$ cat src/hdl/gtb_pkg.sv
`timescale 1ns / 1ps

package gtb_pkg;

   // Register indexes on the configuration port (byte address = 4 * index).
   localparam logic [2:0] REG_WAVE_TYPE       = 3'd0;
   localparam logic [2:0] REG_START_PHASE     = 3'd1;
   localparam logic [2:0] REG_PHASE_STEP      = 3'd2;
   localparam logic [2:0] REG_BURST_CYCLES    = 3'd3;
   localparam logic [2:0] REG_GAUSS_SHARPNESS = 3'd4;

   localparam logic [1:0] WAVE_SINE     = 2'd0;
   localparam logic [1:0] WAVE_COSINE   = 2'd1;
   // Both remaining codes select no carrier.
   localparam logic [1:0] WAVE_NONE     = 2'd2;
   localparam logic [1:0] WAVE_RESERVED = 2'd3;

   localparam logic [1:0]  RST_WAVE_TYPE       = WAVE_SINE;
   localparam logic [31:0] RST_START_PHASE     = 32'd0;
   localparam logic [30:0] RST_PHASE_STEP      = 31'd104858;
   localparam logic [7:0]  RST_BURST_CYCLES    = 8'd3;
   localparam logic [7:0]  RST_GAUSS_SHARPNESS = 8'd0;

   // Pipeline depths.
   localparam int PH_LAT     = 5;
   localparam int DIV_STAGES = 8;
   localparam int DIV_BITS   = 4;
   localparam int EXP_TERMS  = 10;
   localparam int ENV_LAT    = DIV_STAGES + 3 + 3 * EXP_TERMS + 1;
   localparam int SIN_LAT    = 6;
   localparam int CAR_DLY    = ENV_LAT - SIN_LAT;
   localparam int PIPE_LAT   = PH_LAT + ENV_LAT + 2;

   // Fixed-point constants, Q30 unless noted.
   localparam logic [30:0] Q30_ONE   = 31'd1073741824;
   localparam logic [31:0] SIN_A1    = 32'd1686629713;
   localparam logic [31:0] SIN_A3    = 32'd693598669;
   localparam logic [31:0] SIN_A5    = 32'd85569306;
   localparam logic [31:0] SIN_A7    = 32'd5026995;
   localparam logic [31:0] SIN_A9    = 32'd172272;
   localparam logic [29:0] LOG2E_Q29 = 30'd774541003;
   localparam logic [29:0] LN2_Q30   = 30'd744261118;
   localparam logic [22:0] FIVE_Q20  = 23'd5242880;
   localparam logic [19:0] QUARTER   = 20'h40000;
   localparam logic [14:0] MAG_LIMIT = 15'd16384;

   // floor(2^32 / k), so that x / k is (x * RECIP[k]) >> 32 plus at most one.
   localparam logic [32:0] RECIP [1:10] = '{
      33'd4294967296, 33'd2147483648, 33'd1431655765, 33'd1073741824,
      33'd858993459,  33'd715827882,  33'd613566756,  33'd536870912,
      33'd477218588,  33'd429496729
   };

   typedef struct packed {
      logic        inb;
      logic        neg;
      logic [30:0] z;
      logic        ez;
      logic [30:0] num;
   } phs_out_type;

   typedef struct packed {
      logic inb;
      logic use_car;
      logic neg;
      logic env_on;
   } side_type;

   typedef struct packed {
      logic [29:0] t;
      logic [4:0]  n;
      logic        ez;
   } exp_side_type;

endpackage

$ cat src/hdl/gtb_phase.sv
`timescale 1ns / 1ps

module gtb_phase (
   input  logic                 clock,
   input  logic                 en,
   input  logic [15:0]          sample_index,
   input  logic [1:0]           wave_type,
   input  logic [31:0]          start_phase,
   input  logic [30:0]          phase_step,
   input  logic [7:0]           burst_cycles,
   input  logic [7:0]           gauss_sharpness,
   output gtb_pkg::phs_out_type phs_out
);

   logic [46:0] adv_ff;
   logic signed [48:0] phase_ff;
   logic inb2_ff, inb3_ff, inb4_ff, inb5_ff;
   logic neg3_ff, neg4_ff, neg5_ff;
   logic [30:0] z3_ff, z4_ff, z5_ff;
   logic [48:0] dmag_ff;
   logic [56:0] num_ff;
   logic ez5_ff;
   logic [30:0] num5_ff;

   logic [19:0] frac;
   logic [18:0] x;
   logic signed [49:0] d;
   logic [49:0] dabs;
   logic [30:0] limit;

   always_comb begin
      frac = phase_ff[19:0];
      if (wave_type == gtb_pkg::WAVE_COSINE) begin
         frac = frac + gtb_pkg::QUARTER;
      end
      x = {1'b0, frac[17:0]};
      if (frac[18]) begin
         x = {1'b0, gtb_pkg::QUARTER[17:0]} + 19'h40000 - {1'b0, frac[17:0]};
      end
      d = {phase_ff[48], phase_ff} - $signed({23'd0, burst_cycles, 19'd0});
      dabs = d[49] ? (50'd0 - $unsigned(d)) : $unsigned(d);
      limit = 31'(burst_cycles * gtb_pkg::FIVE_Q20);
   end

   always_ff @(posedge clock) begin
      if (en) begin
         adv_ff   <= 47'(sample_index * phase_step);
         phase_ff <= $signed({{17{start_phase[31]}}, start_phase}) +
                     $signed({2'b00, adv_ff});
         inb2_ff  <= adv_ff <= {19'd0, burst_cycles, 20'd0};

         inb3_ff  <= inb2_ff;
         neg3_ff  <= frac[19];
         z3_ff    <= {x[18:0], 12'd0};
         dmag_ff  <= dabs[48:0];

         inb4_ff  <= inb3_ff;
         neg4_ff  <= neg3_ff;
         z4_ff    <= z3_ff;
         num_ff   <= 57'(dmag_ff * gauss_sharpness);

         inb5_ff  <= inb4_ff;
         neg5_ff  <= neg4_ff;
         z5_ff    <= z4_ff;
         // Past five standard deviations the envelope is exactly zero, which also
         // keeps the numerator of the division within 31 bits.
         ez5_ff   <= (burst_cycles == 8'd0) || ({num_ff, 1'b0} >= {27'd0, limit});
         num5_ff  <= {num_ff[29:0], 1'b0};
      end
   end

   assign phs_out.inb = inb5_ff;
   assign phs_out.neg = neg5_ff;
   assign phs_out.z   = z5_ff;
   assign phs_out.ez  = ez5_ff;
   assign phs_out.num = num5_ff;

endmodule

$ cat config.mk
export PLATFORM = sky130hd
export DESIGN_NAME = gtb_phase
export DESIGN_NICKNAME = d
export VERILOG_FILES = /design/src/hdl/gtb_pkg.sv /design/src/hdl/gtb_phase.sv
export SDC_FILE = /design/constraint.sdc
export NUM_CORES = 2
export LEC_CHECK = 0
export ABC_AREA = 1
export ABC_CLOCK_PERIOD_IN_PS = 7100
export BUFFER_PORTS_ARGS = -buffer_cell sky130_fd_sc_hd__buf_2
export CAP_MARGIN = 15
export CORE_MARGIN = 2
export CORE_UTILIZATION = 60
export CTS_CLUSTER_DIAMETER = 200
export CTS_CLUSTER_SIZE = 24
export DETAILED_ROUTE_END_ITERATION = 7
export PLACE_DENSITY = 0.88
export SYNTH_ARGS = -nofsm -noshare
export SYNTH_HDL_FRONTEND = slang
export SYNTH_SLANG_ARGS = --single-unit
$ cat constraint.sdc
create_clock -name clock -period 7.1 [get_ports clock]
set_clock_uncertainty 0.1 [all_clocks]
set_input_delay 0.71 -clock clock [delete_from_list [all_inputs] [get_ports clock]]
set_output_delay 0.71 -clock clock [all_outputs]
set_load 0.005 [all_outputs]
== After elaboration in Yosys (flattened, before gate mapping) ==
Cells that the tools add are included.

* Register bits: 297

* Multipliers: 3
* Muxes and demuxes: 3
* Reductions and logical operators: 2
* Equal/unequal tests: 1
* $add $sub $neg: 5
* Order comparisons: 2

{| class="wikitable"
|+ Operator list
! cell !! number
|-
| greater-or-equal comparator 58 x 31 -> 1 bit || 1
|-
| multiplier 49 x 8 -> 57 bit || 1
|-
| subtractor 49 x 28 -> 50 bit || 1
|-
| adder 32 x 48 -> 49 bit || 1
|-
| 2-to-1 mux 49 bit || 1
|-
| subtractor 1 x 49 -> 49 bit (first input constant) || 1
|-
| <= comparator 47 x 28 -> 1 bit || 1
|-
| multiplier 16 x 31 -> 47 bit || 1
|-
| adder 20 x 19 -> 20 bit (second input constant) || 1
|-
| 2-to-1 mux 20 bit || 1
|-
| subtractor 19 x 18 -> 19 bit (first input constant) || 1
|-
| 2-to-1 mux 18 bit || 1
|-
| multiplier 8 x 3 -> 11 bit (second input constant) || 1
|-
| zero test 8 bit || 1
|-
| equality test 2 x 1 -> 1 bit (second input constant) || 1
|-
| logical OR 1 bit || 1
|}

== Depth between registers and ports, before layout ==
* Depth in word-level cells: 4
* Gate-level depth with buffers: 30
* Depth with buffers taken out: 28

== Worst setup path before layout ==
Ideal clock, no wire load.

* Path kind: input port to flip-flop
* From: input port phase_step[12]
* To: register adv_ff[42], data pin
* Library setup time: 0.260 ns
* Setup slack: 0.853 ns
* Required time: 6.740 ns
* Stages: 23
* Arrival: 5.887 ns
* Buffers on the path: 2
* Path through: clkbuf_1 clkbuf_1 nand2_1 fa_1 fa_1 fa_1 inv_1 fa_1 fa_1 inv_1 fa_1 inv_1 ha_1 a21oi_1 a21boi_0 o21ai_0 nand2_1 nand3_1 a21oi_1 inv_1 nand3_1 nand2_1 xor2_1

* Cells in the longest elaborated chain, start to end: 1

{| class="wikitable"
|+ RTL lines
! what !! line !! RTL
|-
| start: declaration || gtb_phase.sv:9 || <nowiki>input logic [30:0] phase_step,</nowiki>
|-
| multiplier 16 x 31 -> 47 bit || gtb_phase.sv:47 || <nowiki>adv_ff <= 47'(sample_index * phase_step);</nowiki>
|-
| end signal: assignment || gtb_phase.sv:47 ||
|-
| end: declaration || gtb_phase.sv:15 || <nowiki>logic [46:0] adv_ff;</nowiki>
|}

No other way between the ends.
A chain may end at the register's enable or synchronous reset.

== Final worst setup path ==
* From: input port sample_index[7]
* To: register adv_ff[46], data pin

* Cells in the longest elaborated chain, start to end: 1

{| class="wikitable"
|+ RTL lines
! what !! line !! RTL
|-
| start: declaration || gtb_phase.sv:6 || <nowiki>input logic [15:0] sample_index,</nowiki>
|-
| multiplier 16 x 31 -> 47 bit || gtb_phase.sv:47 ||
|}

No other way between the ends.

==> results by group <==
Die
  – FP Rows: 100
  – Die height: roughly 280 microns
  – I/O pin count: roughly 160
  – Die X: approximately 280 microns
  – Starting Density: between 60 and 70%
  – Die area: about 78000 sq um
  – CORE AREA: about 75000 sq um

GRT
  – Total gr overflow: 0
  – Met2 Use GR: between 50 and 60%
  – Initial antenna violation count: 2
  – First-pass GRT wire length: slightly below 200000 microns
  – Vias in the first global route: roughly 39k
  – Grt met1 use: between 30% and 40%
  – Met3 Use GR: just under 5%
  – Largest net degree at the start of global routing: ~180
  – Most used routing layer: met2
  – Total GRT Usage: a little under a third

Worst setup path
  – R2r setup slk: 1.66 ns
  – Kind of critical path: in -> reg
  – Worst Path Buf+Inv: 5
  – R2r endpoint: num_ff[36]
  – CP Capture Type: flip-flop
  – CP startpoint: sample_index[7]
  – Critical path arrival: approximately 7 ns
  – CP max FO: 31
  – Top delay family on crit path: adder cells
  – RR Startpoint: dmag_ff[0]
  – Critical-path cell list: buf_2 -> nand2_1 -> fa_1 -> inv_1 -> fa_1 -> fa_1 -> fa_1 -> fa_1 -> inv_1 -> fa_1 -> inv_1 -> ha_1 -> nand2_1 -> nor2_1 -> inv_1 -> nor4_1 -> nand4_1 -> nand3_1 -> a21oi_1 -> xnor2_1
  – WP data required: between 7 and 8 ns
  – R2R depth: 16
  – CP most frequent cell: fa_1
  – CP max-delay cell: fa_1
  – Critical path's largest stage delay: 0.64 ns
  – Crit start category: input pin

Layout
  – Fraction of layout cells with a size suffix above 1: approximately 4.2%
  – Multi-input logic area: ~30000 sq um
  – Layout Area Growth over Synthesis: 3.70%
  – Register area: 8890 sq um
  – Layout Nets: between 6k and 7k
  – Layout fillers: about 6k

STA
  – Final period util: a little over nine tenths
  – Final Hold Viols: 0
  – Max-slew violations: 0
  – Fmax: roughly 150 MHz
  – RSZ-0062 raised after global routing: no
  – Finish-stage setup viols: 0
  – Worst slew margin: a little over a third
  – Final TNS setup: 0 ns
  – Fin crit period: between 6 and 7 ns
  – Worst-margin pin slew: 0.972 ns

Yosys
  – FFs w/ async S/R, synth: 0%
  – Top-count cell post-synth: nand2_1
  – Syn Inst Count: around 5.7k
  – Seq/Total Area, Yosys: between 10% and 20%
  – Avg Synthesized Cell Area: between 8 and 9 sq um
  – Number of synthesized flops with an enable pin: a little under 300
  – Number of unique standard cell types used by synthesis: 55
  – Synth Cell Area: between 40000 and 50000 sq um
  – Yosys top cell by area: fa_1
  – Post-synth top flop: edfxtp_1
  – Yosys warns: 0
  – Proportion of netlist area held by the largest area contributor: about 30%
  – Most frequent cells after synthesis: 1484 x nand2_1, 1420 x inv_1, 689 x fa_1
  – Top cells by area, synth: fa_1 30%, edfxtp_1 20%, nand2_1 12%
  – Yosys reg bits: 296

CTS
  – Root Buffer: clkbuf_16
  – Resized cells post-CTS: 0
  – H-tree level count: 1
  – Latest clock arrival within the worst-skew pair: 0.55 ns
  – CTS max path bufs: 3
  – CTS clk-pin slew, worst paths: about 0.10 ns
  – Total CTS buffers: 16
  – # hold bufs at CTS: 0
  – CTS Sinks: roughly 300
  – CTS tree: done
  – Post-CTS Setup Bufs: 0

Place
  – Port bufs: 150
  – RePlAce Congestion: between 0.9 and 1
  – HPWL Detailed: 97600 microns

Route
  – Vias: 37.5k
  – Wire per inst: approximately 18 microns
  – Drt via density: 5.66
  – DRC violations left: 0
  – Initial DRC count: 3536
  – DRT Wirelength: roughly 120000 microns
  – Drt pass-1 iters: 7
  – Antenna viol nets, final: 0

Flow run
  – Max Cap Viol: 0

Worst hold path
  – Hold-critical path endpoint: z5_ff[25]
  – Hold WC Path Type: reg -> reg
  – Worst hold path depth: 0
  – Min-delay src: z4_ff[25]

Run status
  – Status: completed
[cell type report]
cell class,instances,area share [%]
multi-input cells,3743,64.2
flip-flops and latches,296,18.9
inverters,1424,11.3
clock buffers,17,0.902
clock inverters,1,0.0345
well taps,969,2.57
diodes,1,0.00531
repair buffers,174,2.08
[how the worst max path moves through the flow]
| stage | cells after the start | slack, ns | endpoint |
|---|---|---|---|
| 2_1_floorplan | 23 | 0.85 | adv_ff[42] |
| 5_1_grt | 21 | 0.07 | adv_ff[44] |
| 3_5_place_dp | 21 | 0.03 | adv_ff[44] |
| 6_report | 20 | 0.39 | adv_ff[46] |
| 3_3_place_gp | 21 | 0.18 | adv_ff[44] |
| 4_1_cts | 20 | 0.60 | adv_ff[46] |
[registers in the layout (all words and copies together) (netlist names)]
| register | cells |
|---|---|
| inb2_ff | 1 |
| z4_ff | 19 |
| z5_ff | 19 |
| inb4_ff | 1 |
| adv_ff | 47 |
| neg4_ff | 1 |
| phase_ff | 49 |
| dmag_ff | 49 |
| num5_ff | 30 |
| neg3_ff | 1 |
| inb3_ff | 1 |
| neg5_ff | 1 |
| z3_ff | 18 |
| ez5_ff | 1 |
| inb5_ff | 1 |
| num_ff | 57 |
[layout by cell type (no fill, tap or decap), types with 134 or more instances in the layout]
master,count
a21oi_1,183
o21ai_0,168
buf_2,149
nor2_1,296
nand2_1,1484
fa_1,689
inv_1,1420
edfxtp_1,296
ha_1,284
nand3_1,134
[cell families after synthesis]
logic type	share of synthesized area, %
buffers and inverters	14.0
AND/OR/NAND/NOR	18.5
AO/OA/AOI/OAI	6.38
XOR/XNOR	3.43
flip-flops	19.6
adder cells (fa/ha/maj)	38.2
other	0.00825
[metal layers]
metal  part of all wire, %  wire length [microns]
met1                    37                  44600
met2                    49                  59200
met3                   9.2                  11100
met4                   4.9                   5960
met5                 0.024                     29
[per-stage QoR]
| step | utilization [%] | hold slack [ns] | setup WS, ns | area, sq um | cells |
|---|---|---|---|---|---|
| after floorplan | - | 0.300 | 0.853 | 45500 | 5690 |
| after global placement | 62.5 | 0.301 | 0.179 | 46700 | 6606 |
| after detailed placement | 62.5 | 0.305 | 0.0301 | 46700 | 6606 |
| after CTS | 63.1 | 0.324 | 0.596 | 47100 | 6624 |
| after global routing | 63.1 | 0.328 | 0.0736 | 47100 | 6624 |
| final | 63.1 | 0.324 | 0.388 | 47100 | 6625 |
Power is not shown: default switching activity piles up to over one toggle a cycle in this logic, so the estimate is an artifact.
